$ cat src/design/fpm_pkg.sv
package fpm_pkg;

  localparam int NUM_W = 64;
  localparam int DEN_W = 33;
  localparam int Q_W   = 32;
  localparam int TERMS = 6;
  localparam int ADDR_W = 4;

  localparam int T_XS = 0;
  localparam int T_YS = 1;
  localparam int T_XO = 2;
  localparam int T_YO = 3;
  localparam int T_DS = 4;
  localparam int T_DO = 5;

  localparam logic [1:0] REG_INVERT_Y     = 2'd0;
  localparam logic [1:0] REG_INVERT_Z     = 2'd1;
  localparam logic [1:0] REG_HALF_Z_RANGE = 2'd2;

  typedef struct packed {
    logic signed [31:0] left_edge;
    logic signed [31:0] right_edge;
    logic signed [31:0] bottom_edge;
    logic signed [31:0] top_edge;
    logic signed [31:0] near_plane;
    logic signed [31:0] far_plane;
    logic               far_infinite;
  } in_item_t;

  typedef struct packed {
    logic signed [31:0] x_scale;
    logic signed [31:0] y_scale;
    logic signed [31:0] x_offset;
    logic signed [31:0] y_offset;
    logic signed [31:0] depth_scale;
    logic signed [31:0] depth_offset;
    logic               error;
  } out_item_t;

  typedef struct packed {
    logic invert_y;
    logic invert_z;
    logic half_z_range;
  } cfg_t;

  typedef struct packed {
    logic [TERMS-1:0][NUM_W-1:0] num;
    logic [TERMS-1:0][DEN_W-1:0] den;
    logic [TERMS-1:0]            neg;
    logic                        err;
  } job_t;

endpackage

$ cat src/design/fpm_front.sv
module fpm_front #(
  parameter int FRAC_BITS = 16
) (
  input  logic              clk,
  input  logic              rst,
  input  fpm_pkg::cfg_t     cfg,
  input  logic              in_valid,
  output logic              in_ready,
  input  fpm_pkg::in_item_t in_item,
  output logic              job_valid,
  input  logic              job_ready,
  output fpm_pkg::job_t     job
);

  function automatic logic [32:0] mag(input logic signed [33:0] v);
    logic signed [33:0] a;
    a = v[33] ? -v : v;
    return a[32:0];
  endfunction

  logic signed [33:0] l, r, b, t, n, f;
  logic signed [33:0] dx, dy, dz, sx, sy, n2, snum, off;
  logic [31:0] nm, fm;
  logic [63:0] pm;
  fpm_pkg::job_t j;
  logic en;

  assign en = !job_valid || job_ready;
  assign in_ready = en;

  always_comb begin
    l = 34'(in_item.left_edge);
    r = 34'(in_item.right_edge);
    b = 34'(in_item.bottom_edge);
    t = 34'(in_item.top_edge);
    n = 34'(in_item.near_plane);
    f = 34'(in_item.far_plane);
    dx = r - l;
    dy = t - b;
    dz = cfg.invert_z ? f - n : n - f;
    sx = r + l;
    sy = t + b;
    n2 = n + n;
    snum = cfg.half_z_range ? (cfg.invert_z ? n : f) : n + f;
    off = cfg.half_z_range ? n : n2;
    nm = 32'(mag(n));
    fm = 32'(mag(f));
    pm = 64'(nm) * 64'(fm);
    if (!cfg.half_z_range) pm = pm << 1;

    j.err = (dx == 0) || (dy == 0) || (!in_item.far_infinite && dz == 0);
    j.num[fpm_pkg::T_XS] = fpm_pkg::NUM_W'(mag(n2)) << FRAC_BITS;
    j.num[fpm_pkg::T_YS] = fpm_pkg::NUM_W'(mag(n2)) << FRAC_BITS;
    j.num[fpm_pkg::T_XO] = fpm_pkg::NUM_W'(mag(sx)) << FRAC_BITS;
    j.num[fpm_pkg::T_YO] = fpm_pkg::NUM_W'(mag(sy)) << FRAC_BITS;
    j.den[fpm_pkg::T_XS] = mag(dx);
    j.den[fpm_pkg::T_YS] = mag(dy);
    j.den[fpm_pkg::T_XO] = mag(dx);
    j.den[fpm_pkg::T_YO] = mag(dy);
    j.neg[fpm_pkg::T_XS] = n[33] ^ dx[33];
    j.neg[fpm_pkg::T_YS] = n[33] ^ dy[33] ^ cfg.invert_y;
    j.neg[fpm_pkg::T_XO] = sx[33] ^ dx[33];
    j.neg[fpm_pkg::T_YO] = sy[33] ^ dy[33] ^ cfg.invert_y;
    if (in_item.far_infinite) begin
      j.num[fpm_pkg::T_DS] = (cfg.invert_z && cfg.half_z_range) ? '0
                             : fpm_pkg::NUM_W'(1) << FRAC_BITS;
      j.neg[fpm_pkg::T_DS] = !cfg.invert_z;
      j.num[fpm_pkg::T_DO] = fpm_pkg::NUM_W'(mag(off));
      j.neg[fpm_pkg::T_DO] = cfg.invert_z ? off[33] : (!off[33] && off != 0);
      j.den[fpm_pkg::T_DS] = fpm_pkg::DEN_W'(1);
      j.den[fpm_pkg::T_DO] = fpm_pkg::DEN_W'(1);
    end else begin
      j.num[fpm_pkg::T_DS] = fpm_pkg::NUM_W'(mag(snum)) << FRAC_BITS;
      j.neg[fpm_pkg::T_DS] = snum[33] ^ dz[33];
      j.num[fpm_pkg::T_DO] = pm;
      j.neg[fpm_pkg::T_DO] = n[33] ^ f[33] ^ dz[33];
      j.den[fpm_pkg::T_DS] = mag(dz);
      j.den[fpm_pkg::T_DO] = mag(dz);
    end
  end

  always_ff @(posedge clk) begin
    if (rst) begin
      job_valid <= 1'b0;
    end else if (en) begin
      job_valid <= in_valid;
    end
  end

  always_ff @(posedge clk) begin
    if (en && in_valid) job <= j;
  end

endmodule

$ cat config.mk
export PLATFORM = sky130hd
export DESIGN_NAME = fpm_front
export DESIGN_NICKNAME = d
export VERILOG_FILES = /design/src/design/fpm_pkg.sv /design/src/design/fpm_front.sv
export SDC_FILE = /design/constraint.sdc
export NUM_CORES = 2
export LEC_CHECK = 0
export BUFFER_PORTS_ARGS = -buffer_cell sky130_fd_sc_hd__buf_4
export CORE_MARGIN = 5
export CORE_UTILIZATION = 35
export DETAILED_ROUTE_END_ITERATION = 16
export GPL_ROUTABILITY_DRIVEN = 0
export PLACE_DENSITY = 0.65
export SYNTH_ARGS = -nofsm -noshare
export SYNTH_HDL_FRONTEND = slang
export SYNTH_SLANG_ARGS = --single-unit
$ cat constraint.sdc
create_clock -name clk -period 15.6 [get_ports clk]
set_clock_uncertainty 0.1 [all_clocks]
set_input_delay 0.78 -clock clk [delete_from_list [all_inputs] [get_ports clk]]
set_output_delay 0.78 -clock clk [all_outputs]
set_load 0.02 [all_outputs]
# ---- After elaboration in Yosys (flattened, before gate mapping)
# Cells that the tools add are included.
# W data, S select, Z words.
dict set report word_totals {
  register_bits 334
  latchBits 0
  ramBits 0
  mem_bits_ro 0
  out_inout_bits 591
  wordCells 75
  mem_count 0
}
dict set report op_classes {
  n_addsub 18
  n_mul 1
  div 0
  order_cmp 0
  eq_ne 0
  shift 0
  mux 19
  bitwise 9
  reduce_logical 15
}
# op count
set ops {}
lappend ops {{$mux W33} 8}
lappend ops {{$neg A33 Y33} 8}
lappend ops {{$mux W34} 4}
lappend ops {{$add A32 B32 Y33} 4}
lappend ops {{$sub A32 B32 Y33} 4}
lappend ops {{$logic_not A34 Y1} 3}
lappend ops {{$mux W97} 1}
lappend ops {{$mul A32 B32 Y64} 1}
lappend ops {{$mux W32} 2}
lappend ops {{$mux W64} 1}
lappend ops {{$neg A32 Y32} 2}
lappend ops {{$reduce_bool A34 Y1} 1}
lappend ops {{$mux W17} 1}
lappend ops {{$xor A1 B1 Y1} 9}
lappend ops {{$logic_and A1 B1 Y1} 4}
lappend ops {{$logic_not A1 Y1} 4}
lappend ops {{$logic_or A1 B1 Y1} 3}
lappend ops {{$mux W2} 1}
lappend ops {{$mux W1} 1}

# ---- Depth between registers and ports, before layout
dict set report logic_depth {
  ltp_word 6
  ltp_mapped 42
}

# ---- Worst setup path before layout
# No wires, ideal clock.
dict set report synth_timing {
  path_type {input port to flip-flop}
  from {input port in_item[33] in the netlist's numbering}
  to {register job[588] in the netlist's numbering, data pin}
  arrival_ps 9881
  required_ps 15244
  setup_slack_ps 5363
  stages 37
  n_path_buf 4
  path_cell_list {clkbuf_1 -> inv_1 -> clkbuf_1 -> ha_1 -> nand2_1 -> nor4_1 -> nand4_1 -> nand2b_1 -> o21ai_0 -> xnor2_1 -> clkbuf_1 -> clkbuf_1 -> nor2_1 -> fa_1 -> fa_1 -> inv_1 -> fa_1 -> fa_1 -> inv_1 -> fa_1 -> fa_1 -> fa_1 -> inv_1 -> fa_1 -> inv_1 -> ha_1 -> a21o_1 -> a21o_1 -> a21o_1 -> a221oi_1 -> o21ai_0 -> a41oi_1 -> o21a_1 -> o21ai_0 -> a31oi_1 -> xnor2_1 -> o211a_1}
}
dict set report synth_via {
  elab_chain_len 4
}
# item line_no
set synth_lines {}
lappend synth_lines {{start: declaration} fpm_front.sv:9} ;# input fpm_pkg::in_item_t in_item,
lappend synth_lines {{$neg A32 Y32} fpm_front.sv:17} ;# a = v[33] ? -v : v;
lappend synth_lines {{$mux W32 (*)} fpm_front.sv:17}
lappend synth_lines {{$mul A32 B32 Y64 (*)} fpm_front.sv:48} ;# pm = 64'(nm) * 64'(fm);
lappend synth_lines {{$mux W64 (*)} fpm_front.sv:49} ;# if (!cfg.half_z_range) pm = pm << 1;
lappend synth_lines {{end signal: assignment} fpm_front.sv:91} ;# if (en && in_valid) job <= j;
lappend synth_lines {{end: declaration} fpm_front.sv:12} ;# output fpm_pkg::job_t job
# Every way passes the cells marked *; elsewhere a longest branch is shown, timed or not.
# A chain may end at the register's enable or synchronous reset.

# ---- Worst setup path in the final report
# Same ends and word-level chain as after synthesis.

==> run_results.csv <==
group,metric,value,unit
run_status,status,"finished, final reports clean",
cts,worstSkewPairLatency,0.66,ns
die,coreArea,0.1874,sq mm
worst_setup_path,endpoint_kind,"register",
cts,post_cts_buffers,0,
die,ios,791,
global_route,grt_pass1_vias,59491,
cts,numCtsBuffers,43,
logic_synthesis,netlist-cell-type-count,124,
sta,fmax,0.08288,GHz
logic_synthesis,ys_seq_elements,300,
run,drv_cap,0,
sta,fin_crit,12.07,ns
cts,cts.reportedPaths.clkPinSlew,0.06,ns
final_layout,layout_commonest_cell,"inv_1",
logic_synthesis,synth_edf_count,299,
die,die_width,443.7,um
die,initial_utilization,35.13,%
sta,tightestPinTransition,1.445,ns
logic_synthesis,seq_area_frac_synth,13.67,%
cts,cts_tree,"built",
sta,grt_setup_unrepaired,"false",
global_route,grt-ovfl-total,0,
placement,hpwlAfterDp,201500,um
placement,port_buffers,633,
logic_synthesis,syn_area,0.06583,sq mm
worst_setup_path,critPathRequiredTime,15.93,ns
final_layout,layout-drive-gt1-share,11.80,%
cts,cts_resized,0,
logic_synthesis,ys.flop_type,"edfxtp_1",
die,die_h,443.7,um
route,postRouteWirelength,254200,um
logic_synthesis,synth_cells,7828,
sta,slew_headroom,2.999,%
final_layout,areaGrowthSynthToFinish,11.55,%
die,std_cell_rows,159,
route,drtAntennaViolNets,0,
final_layout,nets,9703,
sta,finalCritPeriodShare,77.35,%
cts,hold_buffers,0,
global_route,antenna_found_initial,17,
worst_setup_path,crit_path_top_delay_cell,"xnor2_1",
sta,tns,0,ns
logic_synthesis,async_reset_ff_share,0,%
route,via_count,59254,
worst_setup_path,cp_slowest_stage_delay,0.97,ns
die,dieArea,0.1969,sq mm
final_layout,final_cell_mix,"inv_1, fa_1, nor2_1",
route,routedWlPerCell,23.90,um
worst_setup_path,critPathMaxFanout,20,
global_route,grt_pass1_wl,375100,um
worst_setup_path,arrival,12.40,ns
global_route,track_usage,25.00,%
global_route,grt_max_degree,84,
sta,drv_slew,0,
route,post-route-drc-count,0,
hold_path,hold_class,"primary input to register",
logic_synthesis,ys_warn_count,0,
worst_setup_path,startpoint_type,"primary input",
worst_setup_path,crit_type,"primary input to register",
sta,setup_viol,0,
logic_synthesis,avgSynthCellArea,8.410,sq um
route,drt_first_pass_iters,7,
cts,clockBufferDepth,3,
route,routed_via_density,5.571,
cts,cts.sinks,300,
route,dr.first_iter.drc_count,6600,
cts,htreeDepth,2,
sta,finalHoldViolations,0,
cts,cts_root_buffer,"clkbuf_16",
path summary, 6_finish.rpt:
check               from         to  slack [ns]  depth (start not counted)
max          in_item[33]   job[588]        3.53                         39
min                  rst  job_valid        0.17                          2
max reg2reg    job_valid   job[541]       12.10                          4
min reg2reg    job_valid  job_valid        0.51                          2
cell families (layout without fill, tap and decap cells):
family / count (synthesis) / count (layout) / synth area share, %
simple gates: 2405 / 2405 / 16.31
buf+inv: 1854 / 2003 / 12.38
fa+ha+maj: 1403 / 1403 / 36.96
compound gates: 1337 / 1337 / 13.45
xor+xnor: 464 / 464 / 6.196
flops: 300 / 300 / 13.67
mux: 64 / 64 / 1.024
other cells: 1 / 165 / 0.005696
flip-flops by register name, summed over array words and instances (netlist names):
signal,cells
job_valid,1
job,299
Yosys cell counts (13+ instances only):
library cell	instances	area [sq um]
nor2b_1	37	231.5
buf_2	40	200.2
and2_1	55	344.1
a21o_1	100	750.7
nor4_1	49	306.5
o21bai_1	41	307.8
o31ai_1	62	465.5
fa_1	903	18080
o21ai_1	27	135.1
o2111ai_1	14	122.6
edfxtp_1	299	8979
ha_1	500	6256
mux2i_1	55	550.5
buf_1	24	90.09
nand3_1	109	545.5
a21oi_1	370	1852
o21a_1	38	285.3
clkbuf_1	307	1152
or2_2	24	150.1
nor3b_1	16	120.1
inv_1	1174	4407
a221oi_1	26	227.7
a211o_1	13	113.9
a31oi_1	75	469.2
or3_1	30	187.7
and3_1	38	237.7
o211ai_1	53	397.9
o41ai_1	15	131.4
or4_1	20	150.1
nor3_1	102	510.5
a211oi_1	58	435.4
xnor2_1	356	3118
buf_4	296	2222
xor2_1	106	928.4
nand2_1	839	3149
nand2b_1	52	325.3
nand4_1	59	369.1
nor2_1	898	3371
o21ai_0	244	1221
nand3b_1	15	112.6
per-stage QoR:
stage	setup slack, ns	cell area, sq um	utilization, %	hold WS [ns]	cells
after floorplan	5.363	66420	-	0.6290	7984
after global placement	3.280	72000	38.42	0.5083	10550
after detailed placement	3.151	72000	38.42	0.5051	10550
after CTS	3.868	73410	39.17	0.1175	10628
after global routing	3.108	73410	39.17	0.1292	10628
final	3.534	73430	39.18	0.1739	10636
final cells by class:
type / instances / area (sq um)
Tap cell: 2495 / 3122
Antenna cell: 8 / 20.02
Timing Repair Buffer: 742 / 5578
Fill cell: 18806 / 114000
Clock buffer: 48 / 1095
Clock inverter: 30 / 321.6
Multi-Input combinational cell: 5830 / 49860
Sequential cell: 300 / 8999
Inverter: 1183 / 4443
routing by layer:
metal	part of all wire [%]	wire (um)	track usage, %	vias to the layer above
met2	46	116700	40.90	3717
met3	11	27880	6.295	878
met1	36	90920	29.86	29011
met4	7.3	18550	14.51	18
met5	0.050	126	0	-
li1	-	-	-	25630
worst max-delay path: cells and delay by family:
kind	cells	cell delay (ns)
AOI/OAI and AO/OA	10	2.67
xor gates and xnor gates	2	1.07
buffers and inverters	10	1.74
and+or+nand+nor	7	1.63
adders and majority gates	10	4.48
Power is left out: the tool's default activity adds up to more than one toggle a clock period on the data nets, which glitch-free logic cannot reach.
