$ cat src/design/fpm_pkg.sv
package fpm_pkg;

  localparam int NUM_W = 64;
  localparam int DEN_W = 33;
  localparam int Q_W   = 32;
  localparam int TERMS = 6;
  localparam int ADDR_W = 4;

  localparam int T_XS = 0;
  localparam int T_YS = 1;
  localparam int T_XO = 2;
  localparam int T_YO = 3;
  localparam int T_DS = 4;
  localparam int T_DO = 5;

  localparam logic [1:0] REG_INVERT_Y     = 2'd0;
  localparam logic [1:0] REG_INVERT_Z     = 2'd1;
  localparam logic [1:0] REG_HALF_Z_RANGE = 2'd2;

  typedef struct packed {
    logic signed [31:0] left_edge;
    logic signed [31:0] right_edge;
    logic signed [31:0] bottom_edge;
    logic signed [31:0] top_edge;
    logic signed [31:0] near_plane;
    logic signed [31:0] far_plane;
    logic               far_infinite;
  } in_item_t;

  typedef struct packed {
    logic signed [31:0] x_scale;
    logic signed [31:0] y_scale;
    logic signed [31:0] x_offset;
    logic signed [31:0] y_offset;
    logic signed [31:0] depth_scale;
    logic signed [31:0] depth_offset;
    logic               error;
  } out_item_t;

  typedef struct packed {
    logic invert_y;
    logic invert_z;
    logic half_z_range;
  } cfg_t;

  typedef struct packed {
    logic [TERMS-1:0][NUM_W-1:0] num;
    logic [TERMS-1:0][DEN_W-1:0] den;
    logic [TERMS-1:0]            neg;
    logic                        err;
  } job_t;

endpackage

$ cat src/design/fpm_queue.sv
module fpm_queue (
  input  logic          clk,
  input  logic          rst,
  input  logic          push_valid,
  output logic          push_ready,
  input  fpm_pkg::job_t push_job,
  output logic          pop_valid,
  input  logic          pop_ready,
  output fpm_pkg::job_t pop_job
);

  fpm_pkg::job_t mem [0:1];
  logic wp, rp;
  logic [1:0] cnt;
  logic do_push, do_pop;

  assign push_ready = cnt != 2'd2;
  assign pop_valid = cnt != 2'd0;
  assign do_push = push_valid && push_ready;
  assign do_pop = pop_valid && pop_ready;
  assign pop_job = mem[rp];

  always_ff @(posedge clk) begin
    if (rst) begin
      wp <= 1'b0;
      rp <= 1'b0;
      cnt <= 2'd0;
    end else begin
      if (do_push) wp <= !wp;
      if (do_pop) rp <= !rp;
      cnt <= cnt + 2'(do_push) - 2'(do_pop);
    end
  end

  always_ff @(posedge clk) begin
    if (do_push) mem[wp] <= push_job;
  end

endmodule

$ cat config.mk
export PLATFORM = sky130hd
export DESIGN_NAME = fpm_queue
export DESIGN_NICKNAME = d
export VERILOG_FILES = /design/src/design/fpm_pkg.sv /design/src/design/fpm_queue.sv
export SDC_FILE = /design/constraint.sdc
export NUM_CORES = 1
export LEC_CHECK = 0
export BUFFER_PORTS_ARGS = -buffer_cell sky130_fd_sc_hd__clkbuf_2
export CORE_AREA = 10 10 447 449
export CTS_BUF_LIST = sky130_fd_sc_hd__clkbuf_16
export DETAILED_ROUTE_END_ITERATION = 16
export DIE_AREA = 0 0 457 459
export PLACE_DENSITY = 0.49
export SKIP_CTS_REPAIR_TIMING = 1
export SYNTH_ARGS = -nofsm -noshare
export SYNTH_HDL_FRONTEND = slang
export SYNTH_SLANG_ARGS = --single-unit
$ cat constraint.sdc
create_clock -name clk -period 20.8 [get_ports clk]
set_clock_uncertainty 0.05 [all_clocks]
set_input_delay 4.16 -clock clk [delete_from_list [all_inputs] [get_ports clk]]
set_output_delay 4.16 -clock clk [all_outputs]
set_load 0.05 [all_outputs]
# Word level (Yosys, flattened, before mapping)
# Memory sizes are Yosys's and may differ from the RTL's. A register that Yosys moved wholly into a read port is not among the register bits.
# Index checks and enable logic that the tools add are counted.
[classes] add_sub_neg=2 n_mul=0 div=0 order_cmp=0 n_eq_ne=1 n_shift=0 muxes=4 n_bitwise=0 reduce_logical=5
[op_table] op="$mux 1" n=4
[op_table] op="$add 2x1->2" n=1
[op_table] op="$logic_and 1x1->1" n=2
[op_table] op="$logic_not 1->1" n=2
[op_table] op="$ne 2x2->1 const B" n=1
[op_table] op="$reduce_bool 2->1" n=1
[op_table] op="$sub 2x1->2" n=1
[totals] reg_bits=4 latchBits=0 ramBits=1178 rom_bits=0 in_bits=593 output_inout_bits=591 n_memories=1
[mem_list] name="mem" words=2 word_bits=589 rd=1 rd_ports_with_merged_regs=1 wr=1 line_no="fpm_queue.sv:12" source="fpm_pkg::job_t mem [0:1];"

# Depth between registers and ports, before layout
# Gate-level depths: netlist of the first run.
[depth] word_depth=4 ltp_mapped=6 mapped_depth_nobuf=6

# Worst setup path before layout of the first run
# Ideal clock, no wire load.
[synth_path] path_type="input port to flip-flop" startpoint="input push_valid" endpoint="memory mem[1][0] in the netlist's numbering, enable pin" arrival_time_ns=17.545 setup_slack_ns=2.169 path_stages=1 cell_sequence="and3_1"
[synth_between] elab_chain_len=3
[synth_rtl] element="start, declared" line_no="fpm_queue.sv:4" source="input logic push_valid,"
[synth_rtl] element="$logic_and 1x1->1" line_no="fpm_queue.sv:19" source="assign do_push = push_valid && push_ready;"
[synth_rtl] element="$mux 1" line_no="fpm_queue.sv:36" source="if (do_push) mem[wp] <= push_job;"
[synth_rtl] element="$mux 1 (not written as such)" line_no="fpm_queue.sv:36"
[synth_rtl] element="end, declared" line_no="fpm_queue.sv:12"
# No other way between the ends.

==> results of run 1 <==
## kinds of logic (layout without fill, tap and decap cells)
logic type / after synthesis / count (layout) / share of synthesized area (%)
adder cells (fa/ha/maj): 1 / 1 / 0.0284
multiplexers: 589 / 589 / 17.6
AND/OR/NAND/NOR: 15 / 15 / 0.196
flip-flops: 1183 / 1183 / 80.7
other: 0 / 16 / 0
buffers and inverters: 67 / 1440 / 1.36
XOR/XNOR: 1 / 1 / 0.0199
AO/OA/AOI/OAI: 6 / 6 / 0.0996
## metal layers
metal	vias to the layer above	GRT usage [%]
met2	1096	21.3
met1	11600	14.9
met3	300	7.18
met5	-	0
li1	10100	-
met4	78	5.51
## per-stage QoR
| step | cell area [um2] | total power (uW) | worst slack [ps] | cells | utilization (%) |
|---|---|---|---|---|---|
| final | 57000 | 7570 | 11850 | 5777 | 29.8 |
| after floorplan | 44000 | 4900 | 2170 | 1862 | - |
| after global placement | 52700 | 5380 | 12520 | 5524 | 27.6 |
| after CTS | 57000 | 7710 | 11590 | 5761 | 29.8 |
| after detailed placement | 52700 | 5380 | 12480 | 5524 | 27.6 |
| after global routing | 57000 | 7870 | 11480 | 5773 | 29.8 |
## report_power, final
group	internal, uW	total, uW	switching, uW
logic	632	2320	1690
clock network	1310	2290	972
registers	2900	2960	60.5
## sequential cells by signal, indices dropped and copies added, names as in the netlist, named ones only
| register | flops |
|---|---|
| cnt | 2 |
| wp | 1 |
| mem | 1178 |
| rp | 1 |
## final cells by class
| cell class | instances | share of cell area, % |
|---|---|---|
| Tap cell | 2526 | 5.54 |
| Inverter | 1 | 0.0197 |
| Sequential cell | 1183 | 62.2 |
| Clock inverter | 97 | 1.35 |
| Antenna cell | 16 | 0.0702 |
| Clock buffer | 140 | 6.14 |
| Timing Repair Buffer | 1202 | 10.8 |
| Multi-Input combinational cell | 612 | 13.9 |
## final timing paths
kind | startpoint | to | cells after the start
setup / recovery | flop | pop_job[344] | 5
setup reg to reg | cnt[0] | mem[0][505] | 6
hold / removal | rp | flop | 2
hold reg to reg | rp | flop | 2
## critical path: cells and delay by family (launching register included)
kind	cells	cell delay [ps]
flip-flops	1	830
buffers and inverters	4	2610
multiplexers	1	360
## synth_stat cells (all sizes together) (2+ instances only)
cell type	instances	area share (%)
mux2	589	18
and3	2	0.028
buf	65	1.3
nor2b	2	0.028
nor2	4	0.034
o21ai	2	0.023
dfxtp	5	0.23
edfxtp	1178	80
==> impl_metrics.toml, run 1 <==
[status]
status = "finished clean"

[die]
core-area_um2 = 191000
initial_utilization_pct = 23.0
number_of_placement_rows = 161
design.portCount = 1184
dieArea_um2 = 210000
die_h_um = 459
die_w_um = 457

[yosys]
synth_cells = 1862
synth_sequential_area_ratio_pct = 80.7
mappedNetlistArea_um2 = 44000
synthesis.area_per_instance_um2 = 23.6
synth_async_sr_flop_share_pct = 0
post_synth_num_cell_types = 26
ys_seq_elements = 1183
synth_fp_nets = 2456
synth_flop_cell = "edfxtp_1"
yosysWarningCount = 0
post_synth_edffs = 1178

[timing]
maxSlewHeadroom_pct = 18.6
unrepaired_setup_endpoints_after_global_routing = "false"
maxSlewViolCount = 0
fin_crit_sh_pct = 43.0
fmax_mhz = 112
timing.setup.tns_ps = 0
finalSetupViolations = 0
holdWs_ps = 455
worst-slew-pin-transition_ps = 1220
timing.final.crit_period_ps = 8950
timing.final.hold_violations = 0

[layout]
nets = 3732
layout_commonest_cell = "clkbuf_2"
flow.area_growth_from_synthesis_pct = 29.7
nFillCells = 19000
multi_input_area_um2 = 7920
ff_latch_area_um2 = 35500
drive_above_1_share_pct = 61.1
layout.cells.most_common_list = "1183 x clkbuf_2, 1178 x edfxtp_1, 300 x mux2_4"

[global_routing]
antenna_found_initial = 92
vias_in_the_first_global_route = 24000
grt_start_max_net_pins = 133
grt-ovfl-total = 0
grt_pass1_wl_um = 197000
track_usage_pct = 13.4

[clock_tree]
tritoncts = "built"
cts.path.max_buffers = 3
clock_latency_ps = 770
worst_path_clk_slew_ps = 50
clock_tree.htree_level_count = 4
cts_inserted_buffers = 138
clock_sink_count = 1183
ctsRootBufferMaster = "clkbuf_16"

[setup_path]
path_max_fanout = 55
crit_path_start_kind = "flop"
path_common_cell = "buf_4"
rrSetupSlack_ps = 16290
setup.worst_path.end_class = "output pin"
setup_cp_type = "flop to output pin"
ordered_cell_list_for_the_critical_path = "buf_4, buf_4, buf_4, mux2_4, clkbuf_2"
crit_slowest_cell = "buf_4"
slowest_delay_ps = 870
critical_path_arrival_ps = 4740
timing.critical_path.required_ps = 16590

[power]
power_leakage_uw = 0.0215
pwrdens_nw_per_um2 = 133
worst_ir_drop_vdd_v = 0.0000828

[detailed_routing]
vias = 23100
detailedRoute.firstPassIterationCount = 4
wl_met1_um = 56400
detail_route.vias_per_cell = 4.00
wl_met2_um = 68500
highest_layer = "met5"
drt-total-wl_um = 148000
avgRoutedWirePerCell_um = 25.5
dr.first_iter.drc_count = 1325
antenna_violating_nets_post_route = 0
drcViolationCount = 0
wl_met3_um = 16800

[hold_path]
holdCritPathClass = "flop to flop"

[placement]
portBuffers = 1183
dpl_wire_length_um = 111000
gp_congestion = 0.811

[job]
max_cap_viol_count = 0
(Power assumes the default switching activity.)
==> run 2, diff against run 1 <==
CORE_AREA = 10 10 448 450   (was 10 10 447 449)
DIE_AREA = 0 0 458 460   (was 0 0 457 459)
PLACE_DENSITY = 0.5   (was 0.49)
clock period = 7.4 ns   (was 20.8 ns; I/O delays follow)
==> run 2 against run 1 <==
Effect of this change:
- combinational power grew to 2.8 times the previous value
- cell count up 0.55%
- first-iteration DRC count rose by 11%
- clock power rose to 2.8 times the previous value
- core utilization is 0.069 points higher
- cell area increased by 0.44%
- global-route usage grew 0.46 points
- critical path type unchanged
- largest cell class unchanged
==> impl_metrics.toml, run 2 (synthesis results as in run 1) <==
[layout]
finish.utilization_pct = 29.9
layout_top_registers = "mem: 1178 flops, cnt: 2 flops"
drive_above_1_share_pct = 61.4
max_flop_register = "mem"
layout.cells.most_common_list = "1183 x clkbuf_2, 1178 x edfxtp_1, 300 x mux2_4"
largest_reg_flops = 1178
layout_commonest_cell = "clkbuf_2"
flow.area_growth_from_synthesis_pct = 30.2
nets = 3748

[timing]
unrepaired_setup_endpoints_after_global_routing = "false"
finalSetupViolations = 0
timing.final.hold_violations = 0
holdWs_ps = 451
worst-slew-pin-transition_ps = 1130
fin_crit_sh_pct = 65.0
maxSlewViolCount = 0
fmax_mhz = 208
maxSlewHeadroom_pct = 24.7
timing.final.crit_period_ps = 4810

[power]
worst_ir_drop_vdd_v = 0.000268
power_switching_share_pct = 36.1
power.internal_uw = 13600
pwrdens_nw_per_um2 = 371
power_leakage_uw = 0.0216
part_of_the_power_in_combinational_logic_pct = 30.8
psw_uw = 7670
power.share.sequential_pct = 39.1
clock_power_share_pct = 30.1

[detailed_routing]
dr.first_iter.drc_count = 1466
antenna_violating_nets_post_route = 0
avgRoutedWirePerCell_um = 26.3
detail_route.vias_per_cell = 3.99
vias = 23200
detailedRoute.firstPassIterationCount = 5
drt-total-wl_um = 153000
drcViolationCount = 0

[global_routing]
use_met1_pct = 14.6
grt_most_used_layer = "met2"
met2_usage_pct = 21.6
grt-ovfl-total = 0
grt_start_max_net_pins = 139
globalRouteMet3Util_pct = 9.35
vias_in_the_first_global_route = 24000
antenna_found_initial = 111
track_usage_pct = 13.8
grt_pass1_wl_um = 202000

[setup_path]
path_max_fanout = 65
critical_path_arrival_ps = 3280
path_common_cell = "buf_12"
crit_family = "buffers and inverters"
timing.critical_path.required_ps = 5870
critPathBufInv = 3
setup_cp_type = "flop to output pin"
ordered_cell_list_for_the_critical_path = "buf_12, buf_12, mux2_4, clkbuf_2"
slowest_delay_ps = 780
setup.worst_path.end_class = "output pin"
crit_slowest_cell = "dfxtp_4"
crit_path_start_kind = "flop"

[hold_path]
holdCritPathClass = "flop to flop"

[clock_tree]
cts.path.max_buffers = 3
ctsRootBufferMaster = "clkbuf_16"
tritoncts = "built"
worst_path_clk_slew_ps = 60
clock_sink_count = 1183
clock_tree.htree_level_count = 4
clock_latency_ps = 790
cts_inserted_buffers = 137

[placement]
gp_congestion = 0.854
dpl_wire_length_um = 117000
portBuffers = 1183

[die]
core-area_um2 = 192000
number_of_placement_rows = 161
design.portCount = 1184
initial_utilization_pct = 23.0
dieArea_um2 = 211000
die_w_um = 458
die_h_um = 460

[job]
max_cap_viol_count = 0

[status]
status = "finished clean"
## run 2: worst min-delay path, delay by kind of cell, from the launching register on
family / cells / cell delay, ps
simple gates: 1 / 70
xor+xnor: 1 / 80
flops: 1 / 320
## run 2: metrics by stage
step           cell area [um2]  setup slack, ps  power [uW]  std cells  setup TNS, ps
2_1_floorplan            44000            -3530       13600       1862       -3049810
3_3_place_gp             53000             3390       15100       5541              0
3_5_place_dp             53000             3390       15100       5541              0
4_1_cts                  57200             2460       21700       5784              0
5_1_grt                  57200             2400       22100       5790              0
6_report                 57300             2590       21300       5809              0
## run 2: path summary, 6_finish.rpt
| kind | slack [ps] | to | from | depth (start not counted) |
|---|---|---|---|---|
| max reg2reg | 4680 | mem[0][188] | cnt[0] | 5 |
| min reg2reg | 450 | rp | rp | 2 |
| min | 450 | rp | rp | 2 |
| max | 2590 | pop_job[394] | flop | 4 |
## run 2: routing by layer
metal | wire, um | up-vias
met1 | 54300 | 11500
met2 | 69500 | 1091
li1 | - | 10100
met3 | 22400 | 347
met5 | 570 | -
met4 | 5940 | 90
## run 2: final cells by class
type                            instances  area (um2)
Antenna cell                           25        62.6
Clock buffer                          141        3530
Clock inverter                        102         738
Fill cell                           19000      134000
Inverter                                1        7.51
Multi-Input combinational cell        612        7920
Sequential cell                      1183       35500
Tap cell                             2526        3160
Timing Repair Buffer                 1219        6390
## run 2: power groups by stage
stage	clock [uW]	sequential, uW	combinational (uW)
after floorplan	0	8630	4980
after detailed placement	0	8460	6680
after CTS	6660	8330	6690
after global placement	0	8450	6680
after global routing	6920	8370	6820
final	6400	8320	6550
